==> src/rtl/vn_pkg.sv <==
`timescale 1ns / 1ps

package vn_pkg;

  localparam int QUO_BITS  = 33;
  localparam int ROOT_BITS = 17;
  localparam int RAD_BITS  = 2 * ROOT_BITS;
  localparam int REM_BITS  = ROOT_BITS + 2;
  localparam int UNIT_BITS = 16;

  localparam logic [UNIT_BITS-1:0] UNIT_MAX = {1'b0, {(UNIT_BITS-1){1'b1}}};

  typedef struct packed {
    logic       valid;
    logic       zero;
    logic [2:0] neg;
  } side_t;

endpackage

==> src/rtl/vn_sqrt.sv <==
`timescale 1ns / 1ps

module vn_sqrt (
  input  logic                        clk,
  input  logic [vn_pkg::QUO_BITS-1:0]  rad,
  output logic [vn_pkg::ROOT_BITS-1:0] root
);
  import vn_pkg::*;

  logic [RAD_BITS-1:0]  x_r    [ROOT_BITS-1];
  logic [REM_BITS-1:0]  rem_r  [ROOT_BITS-1];
  logic [ROOT_BITS-1:0] root_r [ROOT_BITS];

  for (genvar k = 0; k < ROOT_BITS; k++) begin : g_stage
    logic [RAD_BITS-1:0]  x_in;
    logic [REM_BITS-1:0]  rem_in;
    logic [ROOT_BITS-1:0] root_in;
    logic [REM_BITS+1:0]  cur;
    logic [REM_BITS+1:0]  trial;
    logic                 take;

    if (k == 0) begin : g_first
      assign x_in    = {{(RAD_BITS-QUO_BITS){1'b0}}, rad};
      assign rem_in  = '0;
      assign root_in = '0;
    end else begin : g_next
      assign x_in    = x_r[k-1];
      assign rem_in  = rem_r[k-1];
      assign root_in = root_r[k-1];
    end

    assign cur   = {rem_in, x_in[RAD_BITS-1 -: 2]};
    assign trial = {2'b00, root_in, 2'b01};
    assign take  = cur >= trial;

    always_ff @(posedge clk) begin
      root_r[k] <= {root_in[ROOT_BITS-2:0], take};
    end

    if (k < ROOT_BITS - 1) begin : g_carry
      always_ff @(posedge clk) begin
        rem_r[k] <= take ? REM_BITS'(cur - trial) : cur[REM_BITS-1:0];
        x_r[k]   <= {x_in[RAD_BITS-3:0], 2'b00};
      end
    end
  end

  assign root = root_r[ROOT_BITS-1];

endmodule

==> config.mk <==
export PLATFORM = sky130hd
export DESIGN_NAME = vn_sqrt
export DESIGN_NICKNAME = d
export VERILOG_FILES = /design/src/rtl/vn_pkg.sv /design/src/rtl/vn_sqrt.sv
export SDC_FILE = /design/constraint.sdc
export NUM_CORES = 1
export LEC_CHECK = 0
export ABC_AREA = 1
export BUFFER_PORTS_ARGS = -buffer_cell sky130_fd_sc_hd__buf_2
export CAP_MARGIN = 20
export CORE_MARGIN = 2
export CORE_UTILIZATION = 60
export DETAILED_ROUTE_END_ITERATION = 10
export PLACE_DENSITY = 0.88
export SLEW_MARGIN = 15
export SYNTH_ARGS = -nofsm -noshare
export SYNTH_HDL_FRONTEND = slang
export SYNTH_SLANG_ARGS = --single-unit
==> constraint.sdc <==
create_clock -name clk -period 3.23 [get_ports clk]
set_input_delay 0.323 -clock clk [delete_from_list [all_inputs] [get_ports clk]]
set_output_delay 0.323 -clock clk [all_outputs]
set_load 0.05 [all_outputs]
==> metrics.cfg <==
[floorplanning]
row_count=82
initial_core_util_pct=60.5
core-area_um2=49900
die_h_um=228
die_area_um2=52100
dieWidth_um=228
ios=51

[timing]
rsz0062_at_grt=false
fin_setup_tns_ns=0
clock_skew_ns=0.0329
slew_headroom_pct=48.2
maxSlewViolCount=0
fmax_mhz=406
worst_slew_pin_slew_ns=0.776
post-route-period-util_pct=76.3
hold_viol_final=0
min_period_ns=2.46
hold_ws_ns=0.296
setup_viol=0

[flow_run]
cap_viol_max_count=0

[worst_setup_path]
crit_cells=12
cp_data_arrival_time_ns=3.00
cp_top_family=simple AND/OR/NAND/NOR gates
slowest_stage=nor2_2
worstSetupStartpointType=flop
worst_ep_required_time_ns=3.77
crit_type=flop to flop
critical_path.cell_chain=inv_1 > ha_1 > o21ai_1 > nand2_1 > nand2_1 > nand2_1 > nand2_1 > nand2_1 > nor2_2 > buf_4 > nand2_1 > nand2_1
crit_path_max_incr_delay_ns=0.62
cp_max_fo=20
cp-startpoint=root_r[8][0]
reg2reg_from=root_r[8][0]
r2r-end=rem_r[1][28]
cp-end-kind=flop
reg2reg_depth=12
r2r_setup_slack_ns=0.77
crit_end=rem_r[1][28]
cp_common_cell=nand2_1
crit_buf_inv=2

[logic_synthesis]
synthCells=3997
synthTopCellsByCount=nand2_1, dfxtp_1, inv_1
synth_top_area_share_pct=46.7
ys_async_sr_fraction_pct=0
yosys_register_bits=703
syn-num-nets=4201
synth_edf_count=0
ys_seq_area_share_pct=46.7
synth_area_leaders=dfxtp_1, nand2_1, inv_1, ha_1, nor2_1
syn_area_per_cell_um2=7.54
netlist_area_um2=30100
yosysUniqueCellTypes=47
synth_flop_cell=dfxtp_1
ys_warn_count=0
yosysMostFrequentCell=nand2_1
synth_top_area_cell=dfxtp_1

[cts]
cts_tree=built
clock_sinks=703
cts_inserted_buffers=71
cts_resized=0
clock_path_buffers=3
cts_max_level=3
post_cts_buffers=0
hold_buffers=33
root_buffer=clkbuf_16
clkSlewWorstSetupHoldPaths_ns=0.07
insertion_delay_ns=0.63

[grt]
grt_max_degree=26
met1_usage_pct=33.9
top_usage_layer=met2
gr-total-overflow=0
track_usage_pct=28.5
grt_pass1_vias=25100
met2_usage_pct=50.8
antenna_found_initial=0
grt_use_met3_pct=4.52
grt_pass1_wl_mm=122

[place]
place_congestion=0.917
place_hpwl_mm=52.6
portBuffers=50
dp.cells=4693

[cells_and_area]
diodes=0
area_growth_pct=12.3
finish.net_count=4331
final_cells=4857
drive_above_1_share_pct=6.71

[power_and_ir_drop]
leakagePower_nw=18.0
powerDensity_nw_per_um2=800
irDropWorstVdd_v=0.000570
total_power_mw=27.1

[detailed_routing]
drc=0
routed_wl_mm=74.7
ant_nets=0
viasPerCell=5.26
drtPass1Iterations=6
wl_per_cell_um=15.4
vias=25500
drt_iter0_markers=2339

[hold_path]
hp-class=flop to flop

[status]
outcome=completed

-- flip-flops by register name, indices dropped and copies added, names as in the netlist --
register	count
rem_r	278
x_r	272
root_r	153
-- per-stage QoR --
stage,area [um2],worst slack (ns),utilization (%)
floorplan,30100,1.52,-
global placement,31000,0.915,62.1
detailed placement,31000,0.844,62.1
CTS,33900,0.775,67.9
global route,33900,0.566,67.9
finish,33900,0.767,67.9
-- how the worst min path moves through the flow --
| stage | cells after the start | endpoint | from | slack, ns |
|---|---|---|---|---|
| after floorplan | 0 | x_r[0][102] | x_r[0][68] | 0.31 |
| after global placement | 0 | x_r[0][94] | x_r[0][60] | 0.31 |
| after detailed placement | 0 | x_r[0][109] | x_r[0][75] | 0.31 |
| after CTS | 0 | x_r[0][149] | x_r[0][115] | 0.30 |
| after global routing | 0 | x_r[0][120] | x_r[0][86] | 0.31 |
| final | 0 | x_r[0][149] | x_r[0][115] | 0.30 |
-- placed cells by master (no fill, tap or decap), drive strengths merged, types with 7 or more instances in the layout --
master	instances
dfxtp	703
xnor2	47
nor3	43
or2	9
clkinvlp	9
clkinv	14
and2	7
bufinv	8
buf	54
clkbuf	94
xor2	68
a21oi	155
nand3	232
nor2	354
dlygate4sd3	33
inv	662
ha	170
nand2	1270
nand3b	36
o21ai	146
nand4	41
-- logic make-up (layout without fill, tap and decap cells) --
family | count (synthesis) | after routing | synth area share (%)
xor+xnor | 115 | 115 | 3.34
simple gates | 2002 | 2002 | 27.9
other cells | 1 | 1 | 0.0124
flops | 703 | 703 | 46.7
fa+ha+maj | 170 | 170 | 7.06
buf+inv | 686 | 874 | 9.12
compound gates | 320 | 320 | 5.89
-- power breakdown --
group | switching (mW) | total, mW | internal [mW]
Combinational | 4.50 | 6.85 | 2.36
Sequential | 1.26 | 11.5 | 10.2
Clock | 3.58 | 8.77 | 5.19
-- layout make-up --
| class | count | area (um2) |
|---|---|---|
| fill | 3849 | 16000 |
| sequential | 703 | 14100 |
| multi-input combinational | 2608 | 13300 |
| inverter | 656 | 2470 |
| clock buffer | 94 | 2060 |
| tap | 672 | 841 |
| timing repair buffer | 87 | 611 |
| clock inverter | 37 | 483 |
-- routing by layer --
layer / up-vias / wire, um / share of wire, %
li1: 12600 / - / -
met1: 11600 / 30300 / 41
met2: 1057 / 36600 / 49
met3: 266 / 4610 / 6.2
met4: 0 / 3240 / 4.3
met5: - / 0 / 0
Power figures use the tool's default switching activity.
