<file path="config.mk">
export PLATFORM = sky130hd
export DESIGN_NAME = vn_div
export DESIGN_NICKNAME = d
export VERILOG_FILES = /design/src/rtl/vn_pkg.sv /design/src/rtl/vn_div.sv
export SDC_FILE = /design/constraint.sdc
export NUM_CORES = 2
export LEC_CHECK = 0
export BUFFER_PORTS_ARGS = -buffer_cell sky130_fd_sc_hd__buf_2
export CORE_MARGIN = 5
export CORE_UTILIZATION = 50
export CTS_CLUSTER_SIZE = 30
export DETAILED_ROUTE_END_ITERATION = 12
export PLACE_DENSITY = 0.65
export SLEW_MARGIN = 20
export SYNTH_ARGS = -nofsm -noshare
export SYNTH_HDL_FRONTEND = slang
export SYNTH_SLANG_ARGS = --single-unit
</file>
<file path="constraint.sdc">
create_clock -name clk -period 8 [get_ports clk]
set_input_delay 1.6 -clock clk [delete_from_list [all_inputs] [get_ports clk]]
set_output_delay 1.6 -clock clk [all_outputs]
set_load 0.005 [all_outputs]
</file>
<file path="src/rtl/vn_pkg.sv">
`timescale 1ns / 1ps

package vn_pkg;

  localparam int QUO_BITS  = 33;
  localparam int ROOT_BITS = 17;
  localparam int RAD_BITS  = 2 * ROOT_BITS;
  localparam int REM_BITS  = ROOT_BITS + 2;
  localparam int UNIT_BITS = 16;

  localparam logic [UNIT_BITS-1:0] UNIT_MAX = {1'b0, {(UNIT_BITS-1){1'b1}}};

  typedef struct packed {
    logic       valid;
    logic       zero;
    logic [2:0] neg;
  } side_t;

endpackage

</file>
<file path="src/rtl/vn_div.sv">
`timescale 1ns / 1ps

module vn_div #(
  parameter int W = 32
) (
  input  logic                       clk,
  input  logic [W-1:0]               num,
  input  logic [W-1:0]               den,
  output logic [vn_pkg::QUO_BITS-1:0] quo
);
  import vn_pkg::*;

  logic [W-1:0]        rem_r [QUO_BITS-1];
  logic [W-1:0]        den_r [QUO_BITS-1];
  logic [QUO_BITS-1:0] quo_r [QUO_BITS];

  for (genvar k = 0; k < QUO_BITS; k++) begin : g_stage
    logic [W:0]          part;
    logic [W-1:0]        den_in;
    logic [QUO_BITS-1:0] quo_in;
    logic                take;

    if (k == 0) begin : g_first
      assign part   = {1'b0, num};
      assign den_in = den;
      assign quo_in = '0;
    end else begin : g_next
      assign part   = {rem_r[k-1], 1'b0};
      assign den_in = den_r[k-1];
      assign quo_in = quo_r[k-1];
    end

    assign take = part >= {1'b0, den_in};

    always_ff @(posedge clk) begin
      quo_r[k] <= {quo_in[QUO_BITS-2:0], take};
    end

    if (k < QUO_BITS - 1) begin : g_carry
      always_ff @(posedge clk) begin
        rem_r[k] <= take ? W'(part - {1'b0, den_in}) : part[W-1:0];
        den_r[k] <= den_in;
      end
    end
  end

  assign quo = quo_r[QUO_BITS-1];

endmodule

</file>
==> results.sh <==
export IMPL_run_status="finished, final reports clean"
export IMPL_worstHoldPathCells=0
export IMPL_cts_sinks=2609
export IMPL_final_nets=13900
export IMPL_yosysUniqueCellTypes=97
export IMPL_cts_tree="built"
export IMPL_worst_ep_required_time_ps=8740
export IMPL_worstPathMaxFanout=33
export IMPL_min_path_type="reg -> reg"
export IMPL_layout_setup_ws_ps=3580
export IMPL_synth_largest_area_cell="dfxtp_1"
export IMPL_vias=87400
export IMPL_clockBufferDepth=4
export IMPL_postSynth_topFlopCell="dfxtp_1"
export IMPL_drt_pre_antenna_iters=5
export IMPL_highest_layer="met5"
export IMPL_asyncSetResetFlopFracSynth_pct=0
export IMPL_power_leakage_nw=61.2
export IMPL_route_detailed_wl_per_inst_um=17.5
export IMPL_initial_antenna_violation_count=4
export IMPL_wire_length_of_the_first_global_routing_pass_um=449000
export IMPL_met3_wirelength_um=11000
export IMPL_reg2reg_slack_ps=3580
export IMPL_post_synth_top_count_cell="dfxtp_1"
export IMPL_r2r_end="rem_r[6][6]"
export IMPL_detail_route_wirelength_um=281000
export IMPL_number_of_flops_mapped_to_enable_cells_by_yosys=0
export IMPL_port_buffers=97
export IMPL_yosys_warnings=0
export IMPL_clock_skew_ps=77.0
export IMPL_chipHeight_um=497
export IMPL_detailedPlace_worstSlack_ps=2870
export IMPL_floorplan_initialDensity_pct=50.3
export IMPL_finalPower_mw=63.9
export IMPL_kind_of_critical_path="reg -> reg"
export IMPL_finalHoldWorstSlack_ps=280
export IMPL_timing_max_transition_violations_final=0
export IMPL_htree_levels=5
export IMPL_cts_setup_buffers=0
export IMPL_critPathLaunchType="flip-flop"
export IMPL_post_synth_top_area_fraction_pct=44.1
export IMPL_worstRegToRegCells=14
export IMPL_post_drt_via_cell_ratio=5.43
export IMPL_synthCells=12600
export IMPL_numCtsBuffers=289
export IMPL_drv_max_cap_violation_count=0
export IMPL_clock_fmax_ghz=0.226
export IMPL_io_pins=98
export IMPL_power_density_nw_per_um2=485
export IMPL_globalRouteOverflowTotal=0
export IMPL_synthesis_area_per_instance_um2=9.41
export IMPL_timing_critical_path_to_type="flip-flop"
export IMPL_regToRegStartpoint="den_r[11][8]"
export IMPL_hpwl_um=219000
export IMPL_met1_length_um=119000
export IMPL_tightest_slew_ps=1040
export IMPL_setup_repair_after_global_routing_missed_its_margin="false"
export IMPL_vdd_ir_drop_max_mv=0.363
export IMPL_report_final_setup_viol=0
export IMPL_number_of_buffers_inserted_for_hold_repair_after_clock_tree_synthesis=0
export IMPL_syn_num_nets=13700
export IMPL_core_area_um2=235000
export IMPL_amount_of_wire_on_met2_after_detailed_routing_um=141000
export IMPL_finalWeightedCongestion=0.909
export IMPL_post_cts_resized_instances=0
export IMPL_post_route_drc_count=0
export IMPL_min_delay_startpoint="quo_r[5][1]"
export IMPL_reg_clk_slew_reported_paths_ps=60
export IMPL_drt_antenna_violating_nets=0
export IMPL_worst_hold_endpoint="quo_r[5][35]"
export IMPL_via_count_of_the_first_global_routing_pass=86000
export IMPL_period_minus_slack_ps=4420
export IMPL_grt_start_max_net_pins=65
export IMPL_ys_ff_latch=2609
export IMPL_hold_violations=0
export IMPL_clock_latency_ps=930
export IMPL_mappedNetlistArea_um2=118000
export IMPL_timing_setup_tns_ps=0
export IMPL_detail_route_iter0_violations=5509
export IMPL_areaGrowthSynthToFinish_pct=11.1
export IMPL_die_x_um=497
export IMPL_cts_root_buf="clkbuf_16"
export IMPL_crit_arrival_ps=5160
export IMPL_placementRows=178
export IMPL_dieArea_um2=247000
export IMPL_final_layout_size_suffix_gt1_share_pct=9.02
export IMPL_fin_util_pct=55.9
export IMPL_yosys_top_cells_count="2,609 x dfxtp_1, 1,333 x inv_1, 1,055 x ha_1"
export IMPL_seq_area_frac_synth_pct=44.1
export IMPL_final_min_period_over_clock_period_pct=55.3
export IMPL_grt_use_total_pct=22.2
export IMPL_max_slew_margin_pct=30.8
export IMPL_top_cells_by_area_in_the_synthesized_netlist="dfxtp_1 44%, ha_1 11%, mux2_2 4.3%, a21oi_1 4.2%, inv_1 4.2%"
-- worst max-delay path by stage --
stage / start / to / slack, ps
2_1_floorplan: num[0] / rem_r[0][0] / 3800
3_3_place_gp: num[0] / rem_r[0][20] / 2810
3_5_place_dp: num[0] / rem_r[0][20] / 2870
4_1_cts: den_r[22][6] / rem_r[11][60] / 3470
5_1_grt: den_r[11][8] / rem_r[6][6] / 3330
6_report: den_r[11][8] / rem_r[6][6] / 3580
-- sequential cells by signal, indices dropped and copies added, names as in the netlist --
register / cells
den_r: 1024
rem_r: 1024
quo_r: 561
-- routing by layer --
layer | GRT usage (%) | up-vias
met5 | 0 | -
met4 | 7.87 | 2
met3 | 2.77 | 644
met2 | 40.8 | 1916
met1 | 26.6 | 41200
li1 | - | 43700
-- placed cells by master (no fill, tap or decap), types with 294 or more instances in the layout --
master	count
xnor2_1	506
dfxtp_1	2609
inv_1	1333
xor2_1	346
nor2_1	740
ha_1	1055
a21oi_1	1000
nand2_1	829
a21o_1	501
clkbuf_16	294
mux2_2	447
o21ai_0	799
-- worst max-delay path: stages (launching register included) --
cell and delay (ps):
dfxtp_1 330, inv_1 50, ha_1 350, and3_1 270, a21boi_0 150, a41oi_1 360
a21oi_1 220, a311oi_1 500, a21oi_1 290, a2bb2oi_1 300, and2_1 230, o21ai_0 150
a41oi_4 210, buf_4 430, mux2_2 400
-- cells by family (layout without fill, tap and decap cells) --
logic type | count (synthesis) | in the layout | synth area share [%]
simple gates | 2677 | 2677 | 10.6
xor+xnor | 852 | 852 | 6.30
fa+ha+maj | 1087 | 1087 | 11.7
other cells | 0 | 2 | 0
compound gates | 3256 | 3256 | 17.2
buf+inv | 1588 | 1947 | 5.15
flops | 2609 | 2609 | 44.1
mux | 509 | 509 | 4.89
-- power breakdown --
group	internal, mW	switching, mW
registers	17.7	2.62
clock network	7.94	5.15
logic	13.8	16.7
-- through the flow --
step | instance area (µm²) | instances
2_1_floorplan | 118000 | 12600
3_3_place_gp | 122000 | 15600
3_5_place_dp | 122000 | 15600
4_1_cts | 132000 | 16100
5_1_grt | 132000 | 16100
6_report | 132000 | 16100
-- final cells by class --
type / count / area, µm²
diodes: 2 / 5.00
clock inverters: 103 / 1250
repair buffers: 126 / 716
clock buffers: 385 / 8200
fillers: 20700 / 104000
well taps: 3150 / 3940
flip-flops and latches: 2609 / 52200
inverters: 1333 / 5000
multi-input cells: 8381 / 60300
Power figures use the tool's default switching activity.
